==> src/hw/rtl/sha_pkg.sv <==
`default_nettype none
package sha_pkg;

	typedef struct packed {
		logic [7:0] data_byte;
		logic       is_last;
		logic       end_only;
	} in_item_t;

	typedef struct packed {
		logic [31:0] digest_word;
		logic [2:0]  word_index;
		logic        last_word;
	} out_item_t;

	// controller to datapath
	typedef struct packed {
		logic       store_byte;   // write byte at fill level
		logic [7:0] store_val;
		logic       store_len;    // write length word into bytes 56..63
		logic       count_byte;   // bump message length
		logic       round_start;  // load working vars from chain
		logic       round_step;   // one compression round
		logic       chain_add;    // fold working vars into chain
		logic       chain_init;   // back to initial hash, clear length
	} dp_cmd_t;

	typedef struct packed {
		logic [5:0] round;
		logic       round_done;
	} dp_sts_t;

	localparam logic [7:0] PadByte = 8'h80;
	localparam logic [6:0] LenStart = 7'd56;
	localparam logic [6:0] BlockBytes = 7'd64;

	localparam logic [31:0] HashInit [8] = '{
		32'h6a09e667, 32'hbb67ae85, 32'h3c6ef372, 32'ha54ff53a,
		32'h510e527f, 32'h9b05688c, 32'h1f83d9ab, 32'h5be0cd19
	};

	localparam logic [31:0] RoundK [64] = '{
		32'h428a2f98, 32'h71374491, 32'hb5c0fbcf, 32'he9b5dba5,
		32'h3956c25b, 32'h59f111f1, 32'h923f82a4, 32'hab1c5ed5,
		32'hd807aa98, 32'h12835b01, 32'h243185be, 32'h550c7dc3,
		32'h72be5d74, 32'h80deb1fe, 32'h9bdc06a7, 32'hc19bf174,
		32'he49b69c1, 32'hefbe4786, 32'h0fc19dc6, 32'h240ca1cc,
		32'h2de92c6f, 32'h4a7484aa, 32'h5cb0a9dc, 32'h76f988da,
		32'h983e5152, 32'ha831c66d, 32'hb00327c8, 32'hbf597fc7,
		32'hc6e00bf3, 32'hd5a79147, 32'h06ca6351, 32'h14292967,
		32'h27b70a85, 32'h2e1b2138, 32'h4d2c6dfc, 32'h53380d13,
		32'h650a7354, 32'h766a0abb, 32'h81c2c92e, 32'h92722c85,
		32'ha2bfe8a1, 32'ha81a664b, 32'hc24b8b70, 32'hc76c51a3,
		32'hd192e819, 32'hd6990624, 32'hf40e3585, 32'h106aa070,
		32'h19a4c116, 32'h1e376c08, 32'h2748774c, 32'h34b0bcb5,
		32'h391c0cb3, 32'h4ed8aa4a, 32'h5b9cca4f, 32'h682e6ff3,
		32'h748f82ee, 32'h78a5636f, 32'h84c87814, 32'h8cc70208,
		32'h90befffa, 32'ha4506ceb, 32'hbef9a3f7, 32'hc67178f2
	};

	function automatic logic [31:0] rotr(input logic [31:0] x, input int unsigned n);
		rotr = (x >> n) | (x << (32 - n));
	endfunction

endpackage
`default_nettype wire

==> src/hw/rtl/sha_datapath.sv <==
`default_nettype none
module sha_datapath (
	input  wire logic              clk,
	input  wire logic              arst_n,
	input  wire sha_pkg::dp_cmd_t  cmd,
	input  wire logic [5:0]        fill,
	input  wire logic [2:0]        rd_word,
	output sha_pkg::dp_sts_t       sts,
	output logic [31:0]            chain_word
);

	// block buffer held as sixteen schedule words; rolls as the schedule advances
	logic [31:0] w_q [16];
	logic [31:0] h_q [8];
	logic [31:0] v_q [8];
	logic [60:0] len_q;
	logic [5:0]  round_q;
	logic        done_q;

	logic [31:0] s0, s1, w_new, big0, big1, ch, maj, t1, t2, wt;
	logic [63:0] bits;

	assign bits = {len_q, 3'b000};
	assign wt   = w_q[0];

	// next schedule word and round function
	always_comb begin
		s0    = sha_pkg::rotr(w_q[1], 7) ^ sha_pkg::rotr(w_q[1], 18) ^ (w_q[1] >> 3);
		s1    = sha_pkg::rotr(w_q[14], 17) ^ sha_pkg::rotr(w_q[14], 19) ^ (w_q[14] >> 10);
		w_new = w_q[0] + s0 + w_q[9] + s1;
		big1  = sha_pkg::rotr(v_q[4], 6) ^ sha_pkg::rotr(v_q[4], 11) ^ sha_pkg::rotr(v_q[4], 25);
		ch    = (v_q[4] & v_q[5]) ^ (~v_q[4] & v_q[6]);
		t1    = v_q[7] + big1 + ch + sha_pkg::RoundK[round_q] + wt;
		big0  = sha_pkg::rotr(v_q[0], 2) ^ sha_pkg::rotr(v_q[0], 13) ^ sha_pkg::rotr(v_q[0], 22);
		maj   = (v_q[0] & v_q[1]) ^ (v_q[0] & v_q[2]) ^ (v_q[1] & v_q[2]);
		t2    = big0 + maj;
	end

	// buffer, schedule and working variables
	always_ff @(posedge clk) begin
		if (cmd.store_byte) begin
			unique case (fill[1:0])
				2'd0: w_q[fill[5:2]][31:24] <= cmd.store_val;
				2'd1: w_q[fill[5:2]][23:16] <= cmd.store_val;
				2'd2: w_q[fill[5:2]][15:8]  <= cmd.store_val;
				default: w_q[fill[5:2]][7:0] <= cmd.store_val;
			endcase
		end
		if (cmd.store_len) begin
			w_q[14] <= bits[63:32];
			w_q[15] <= bits[31:0];
		end
		if (cmd.round_start) begin
			for (int i = 0; i < 8; i++) v_q[i] <= h_q[i];
		end
		if (cmd.round_step) begin
			for (int i = 0; i < 15; i++) w_q[i] <= w_q[i+1];
			w_q[15] <= w_new;
			v_q[7] <= v_q[6];
			v_q[6] <= v_q[5];
			v_q[5] <= v_q[4];
			v_q[4] <= v_q[3] + t1;
			v_q[3] <= v_q[2];
			v_q[2] <= v_q[1];
			v_q[1] <= v_q[0];
			v_q[0] <= t1 + t2;
		end
	end

	// chain state, length and round counter
	always_ff @(posedge clk or negedge arst_n) begin
		if (!arst_n) begin
			for (int i = 0; i < 8; i++) h_q[i] <= sha_pkg::HashInit[i];
			len_q   <= '0;
			round_q <= '0;
			done_q  <= 1'b0;
		end else begin
			if (cmd.count_byte) len_q <= len_q + 61'd1;
			if (cmd.chain_add) begin
				for (int i = 0; i < 8; i++) h_q[i] <= h_q[i] + v_q[i];
			end
			if (cmd.chain_init) begin
				for (int i = 0; i < 8; i++) h_q[i] <= sha_pkg::HashInit[i];
				len_q <= '0;
			end
			done_q <= 1'b0;
			if (cmd.round_start) round_q <= '0;
			else if (cmd.round_step) begin
				round_q <= round_q + 6'd1;
				done_q  <= (round_q == 6'd63);
			end
		end
	end

	assign sts.round      = round_q;
	assign sts.round_done = done_q;
	assign chain_word     = h_q[rd_word];

endmodule
`default_nettype wire

==> src/hw/rtl/sha_ctrl.sv <==
`default_nettype none
module sha_ctrl (
	input  wire logic                clk,
	input  wire logic                arst_n,
	input  wire logic                in_valid,
	output logic                     in_stall,
	input  wire sha_pkg::in_item_t   in_data,
	output logic                     out_valid,
	input  wire logic                out_stall,
	output sha_pkg::out_item_t       out_data,
	output sha_pkg::dp_cmd_t         cmd,
	input  wire sha_pkg::dp_sts_t    sts,
	output logic [5:0]               fill,
	output logic [2:0]               rd_word,
	input  wire logic [31:0]         chain_word
);

	typedef enum logic [2:0] {
		S_IDLE, S_START, S_ROUND, S_ADD, S_PAD, S_EMIT
	} state_t;

	state_t      state_q;
	logic [6:0]  fill_q;
	logic        final_q;   // compression in flight ends the message
	logic        last_q;    // message ended, padding still owed
	logic        pad_q;     // pad marker placed, zero fill in progress
	logic        lenok_q;   // length fits in the current block
	logic [2:0]  word_q;
	logic        accept;

	assign in_stall = (state_q != S_IDLE);
	assign accept   = in_valid && !in_stall;
	assign fill     = fill_q[5:0];
	assign rd_word  = word_q;

	// datapath commands
	always_comb begin
		cmd = '0;
		cmd.store_val = in_data.data_byte;
		unique case (state_q)
			S_IDLE: begin
				if (accept && !in_data.end_only) begin
					cmd.store_byte = 1'b1;
					cmd.count_byte = 1'b1;
				end
			end
			S_START: cmd.round_start = 1'b1;
			S_ROUND: cmd.round_step  = 1'b1;
			S_ADD:   cmd.chain_add   = 1'b1;
			S_PAD: begin
				if (!pad_q) begin
					// pad marker right after the last byte
					if (fill_q != sha_pkg::BlockBytes) begin
						cmd.store_byte = 1'b1;
						cmd.store_val  = sha_pkg::PadByte;
					end
				end else if (fill_q == sha_pkg::LenStart && lenok_q) begin
					cmd.store_len = 1'b1;
				end else if (fill_q < sha_pkg::BlockBytes) begin
					cmd.store_byte = 1'b1;
					cmd.store_val  = 8'h00;
				end
			end
			S_EMIT: begin
				if (!out_stall && word_q == 3'd7) cmd.chain_init = 1'b1;
			end
			default: ;
		endcase
	end

	// control state, fill level and padding flags
	always_ff @(posedge clk or negedge arst_n) begin
		if (!arst_n) begin
			state_q <= S_IDLE;
			fill_q  <= '0;
			final_q <= 1'b0;
			last_q  <= 1'b0;
			pad_q   <= 1'b0;
			lenok_q <= 1'b0;
			word_q  <= '0;
		end else begin
			unique case (state_q)
				S_IDLE: begin
					if (accept) begin
						if (!in_data.end_only) fill_q <= fill_q + 7'd1;
						if (in_data.is_last) begin
							last_q  <= 1'b1;
							pad_q   <= 1'b0;
							state_q <= S_PAD;
						end else if (!in_data.end_only && fill_q == 7'd63) begin
							fill_q  <= '0;
							state_q <= S_START;
						end
					end
				end
				S_PAD: begin
					// first pad cycle: wrap a full block or drop 0x80
					if (!pad_q) begin
						if (fill_q == sha_pkg::BlockBytes) begin
							fill_q  <= '0;
							state_q <= S_START;
						end else begin
							pad_q   <= 1'b1;
							fill_q  <= fill_q + 7'd1;
							lenok_q <= (fill_q < sha_pkg::LenStart);
						end
					end else if (fill_q == sha_pkg::LenStart && lenok_q) begin
						final_q <= 1'b1;
						fill_q  <= '0;
						state_q <= S_START;
					end else if (fill_q == sha_pkg::BlockBytes) begin
						fill_q  <= '0;
						lenok_q <= 1'b1;
						state_q <= S_START;
					end else begin
						fill_q <= fill_q + 7'd1;
					end
				end
				S_START: state_q <= S_ROUND;
				S_ROUND: if (sts.round == 6'd63) state_q <= S_ADD;
				S_ADD: begin
					if (final_q) begin
						word_q  <= '0;
						state_q <= S_EMIT;
					end else if (last_q) state_q <= S_PAD;
					else state_q <= S_IDLE;
				end
				S_EMIT: begin
					if (!out_stall) begin
						word_q <= word_q + 3'd1;
						if (word_q == 3'd7) begin
							final_q <= 1'b0;
							last_q  <= 1'b0;
							pad_q   <= 1'b0;
							lenok_q <= 1'b0;
							fill_q  <= '0;
							state_q <= S_IDLE;
						end
					end
				end
				default: state_q <= S_IDLE;
			endcase
		end
	end

	assign out_valid            = (state_q == S_EMIT);
	assign out_data.digest_word = chain_word;
	assign out_data.word_index  = word_q;
	assign out_data.last_word   = (word_q == 3'd7);

	// a full block never waits in the idle state
	a_fill_range: assert property (@(posedge clk) disable iff (!arst_n)
		state_q == S_IDLE |-> fill_q < sha_pkg::BlockBytes)
		else $error("fill level out of range while idle");
	a_round_len: assert property (@(posedge clk) disable iff (!arst_n)
		state_q == S_START |=> state_q == S_ROUND && sts.round == 6'd0)
		else $error("compression did not start at round zero");
	a_emit_hold: assert property (@(posedge clk) disable iff (!arst_n)
		out_valid && out_stall |=> out_valid && $stable(word_q))
		else $error("digest word moved while stalled");

endmodule
`default_nettype wire

==> src/hw/rtl/sha256_message_hasher.sv <==
`default_nettype none
// SHA-256 hasher taking one message byte per transfer. Every 64th byte starts
// a compression (64 rounds at one round per cycle in the single round unit,
// plus load and chain add), during which stall is high. A last item adds
// padding (one byte per cycle, the length as one 64-bit write), one or two
// compressions, then eight digest words, one per transfer, word 0 first. The
// chaining state then returns to the initial values.
module sha256_message_hasher (
	input  wire logic                clk,
	input  wire logic                arst_n,
	input  wire logic                in_valid,
	output logic                     in_stall,
	input  wire sha_pkg::in_item_t   in_data,
	output logic                     out_valid,
	input  wire logic                out_stall,
	output sha_pkg::out_item_t       out_data
);

	sha_pkg::dp_cmd_t cmd;
	sha_pkg::dp_sts_t sts;
	logic [5:0]       fill;
	logic [2:0]       rd_word;
	logic [31:0]      chain_word;

	sha_ctrl u_ctrl (
		.clk, .arst_n, .in_valid, .in_stall, .in_data, .out_valid, .out_stall,
		.out_data, .cmd, .sts, .fill, .rd_word, .chain_word
	);

	sha_datapath u_dp (
		.clk, .arst_n, .cmd, .fill, .rd_word, .sts, .chain_word
	);

endmodule
`default_nettype wire

==> config.mk <==
export PLATFORM = sky130hd
export DESIGN_NAME = sha256_message_hasher
export DESIGN_NICKNAME = d
export VERILOG_FILES = /design/src/hw/rtl/sha_pkg.sv /design/src/hw/rtl/sha_datapath.sv /design/src/hw/rtl/sha_ctrl.sv /design/src/hw/rtl/sha256_message_hasher.sv
export SDC_FILE = /design/constraint.sdc
export NUM_CORES = 2
export LEC_CHECK = 0
export BUFFER_PORTS_ARGS = -buffer_cell sky130_fd_sc_hd__buf_2
export CORE_UTILIZATION = 55
export DETAILED_ROUTE_END_ITERATION = 8
export PLACE_DENSITY = 0.73
export SYNTH_ARGS = -nofsm -noshare
export SYNTH_HDL_FRONTEND = slang
export SYNTH_HIERARCHICAL = 1
export SYNTH_SLANG_ARGS = --single-unit
==> constraint.sdc <==
create_clock -name clk -period 13.4 [get_ports clk]
set_clock_uncertainty 0.1 [all_clocks]
set_input_delay 1.34 -clock clk [delete_from_list [all_inputs] [get_ports clk]]
set_output_delay 1.34 -clock clk [all_outputs]
set_load 0.1 [all_outputs]
==> results.json <==
{
  "syn_area_um2": 75700,
  "drt_wl_total_um": 237000,
  "cts_sinks": 1108,
  "drive_gt1_share_pct": 12.3,
  "path_depth": 30,
  "hold_violations": 0,
  "cts_hold_buf": 0,
  "syn_to_final_growth_pct": 7.13,
  "dieArea_um2": 139000,
  "synth_fp_nets": 8186,
  "avgViaCountPerCell": 6.28,
  "avgSynthCellArea_um2": 9.99,
  "cp.buffers_inverters": 2,
  "final.hold.worst_slack_ns": 0.410,
  "postCtsSetupRepairBufs": 0,
  "drcViolationCount": 0,
  "grt_antenna_before_repair": 1,
  "crit_path_max_fanout": 21,
  "detail-route-antenna-nets": 0,
  "crit_path_start_kind": "flop",
  "clk_pin_slew_ns": 0.06,
  "post_cts_resized": 0,
  "critPathTopFamily": "compound AO/OA/AOI/OAI gates",
  "num-nets-final": 8006,
  "fmax_mhz": 100,
  "min_path_type": "flop to flop",
  "dieHeight_um": 373,
  "routed-via-count": 58310,
  "cp-end-kind": "flop",
  "arrival_ns": 10.36,
  "drtIter0Drc": 6128,
  "yosys_warnings": 6,
  "cts_tree": "yes",
  "num_rows": 135,
  "drv_slew": 0,
  "r2r_cells": 30,
  "crit_path_frequent_cell": "a21oi_1",
  "cts_buffers": 120,
  "status": "finished, final reports clean",
  "utilization_pct": 59.6,
  "path_class": "flop to flop",
  "drv_cap": 0,
  "worst_pin_slew_ns": 1.26,
  "h-tree-depth": 3,
  "cp_slowest_cell": "a2111oi_0",
  "coreArea_um2": 136000,
  "grt_max_degree": 226,
  "tns_ns": 0,
  "maxSlewHeadroom_pct": 15.1,
  "netlist_instances": 7575,
  "finalCritPeriodShare_pct": 74.6,
  "routabilityCongestion": 0.992,
  "diodes": 0,
  "rsz0062_at_grt": "false",
  "setup_viol": 0,
  "routedWlPerCell_um": 25.5,
  "grt.total_usage_pct": 33.6,
  "grt_pass1_vias": 56765,
  "cp.required_ns": 13.77,
  "start_util_pct": 55.7,
  "fin_crit_ns": 9.99,
  "holdPathStages": 2,
  "grt-ovfl-total": 0,
  "first_pass_iters": 6,
  "clock_path_buffers": 3,
  "port_buffers": 51,
  "stdcell_count": 9283,
  "place_hpwl_um": 174000,
  "cts_root_buf": "clkbuf_16",
  "grt_pass1_wl_um": 355000,
  "io_pins": 52,
  "clk_latency_ns": 0.80,
  "die_w_um": 373,
  "slowest_delay_ns": 0.85,
  "placed_cells": 9054
}
[layout by cell type (no fill, tap or decap), drive strengths merged, types with 50 or more instances in the layout]
cell type and instances:
nor3 93, dfstp 136, nand3 88, a211o 63
nand2 1309, a21o 182, o21a 58, nor2b 90
edfxtp 768, nor2 495, xnor2 425, mux4 74
xor2 194, mux2i 78, ha 400, nand2b 70
mux2 303, o21ai 390, fa 197, inv 353
buf 136, a211oi 74, clkbuf 177, or2 50
a21oi 513, dfrtp 204
[worst paths after layout]
path                       slack, ns       startpoint         endpoint
max                             3.41  u_dp/round_q[0]  u_dp/v_q[0][31]
min                             0.41    u_ctrl/last_q    u_ctrl/last_q
max reg2reg                     3.41  u_dp/round_q[0]  u_dp/v_q[0][31]
min reg2reg                     0.41    u_ctrl/last_q    u_ctrl/last_q
max in group asynchronous       9.77           arst_n  u_dp/round_q[3]
min in group asynchronous       0.47           arst_n     u_dp/h_q[31]
[state kept, by name (all words and copies together) (netlist names)]
signal and flops:
u_ctrl/last_q 1, u_dp/v_q 256, u_dp/w_q 512, u_dp/h_q 256
u_ctrl/final_q 1, u_ctrl/pad_q 1, u_ctrl/lenok_q 1, u_dp/round_q 6
u_ctrl/rd_word 3, u_ctrl/state_q 3, u_ctrl/fill_q 7, u_dp/len_q 61
[worst register-to-register path, delay by kind of cell (launching register included)]
kind,cells,cell delay [ns]
AOI/OAI and AO/OA,15,3.87
adders and majority gates,5,2.35
and+or+nand+nor,4,0.95
muxes,2,0.83
DFF,1,0.78
buffers and inverters,2,0.47
xor gates and xnor gates,2,0.32
[area by class of cell]
type | count | area, um^2
Inverter | 349 | 1320
Fill cell | 11152 | 54900
Clock inverter | 52 | 619
Clock buffer | 177 | 3350
Sequential cell | 1108 | 31800
Timing Repair Buffer | 136 | 941
Multi-Input combinational cell | 5680 | 40900
Tap cell | 1781 | 2230
[per-stage QoR]
stage	area [um^2]	worst slack (ns)
finish	81100	3.41
global route	81100	3.00
CTS	81100	3.49
detailed placement	77100	3.62
global placement	77100	3.63
floorplan	75700	5.46
[per-layer routing]
metal / vias up / wire length, um / track usage (%)
li1: 26270 / - / -
met1: 28944 / 93800 / 43.6
met2: 2548 / 113000 / 55.5
met3: 548 / 16800 / 4.71
met4: 0 / 12900 / 16.2
met5: - / 0 / 0
Power is left out: the tool's default activity adds up to more than one toggle a clock period on the data nets, which glitch-free logic cannot reach.
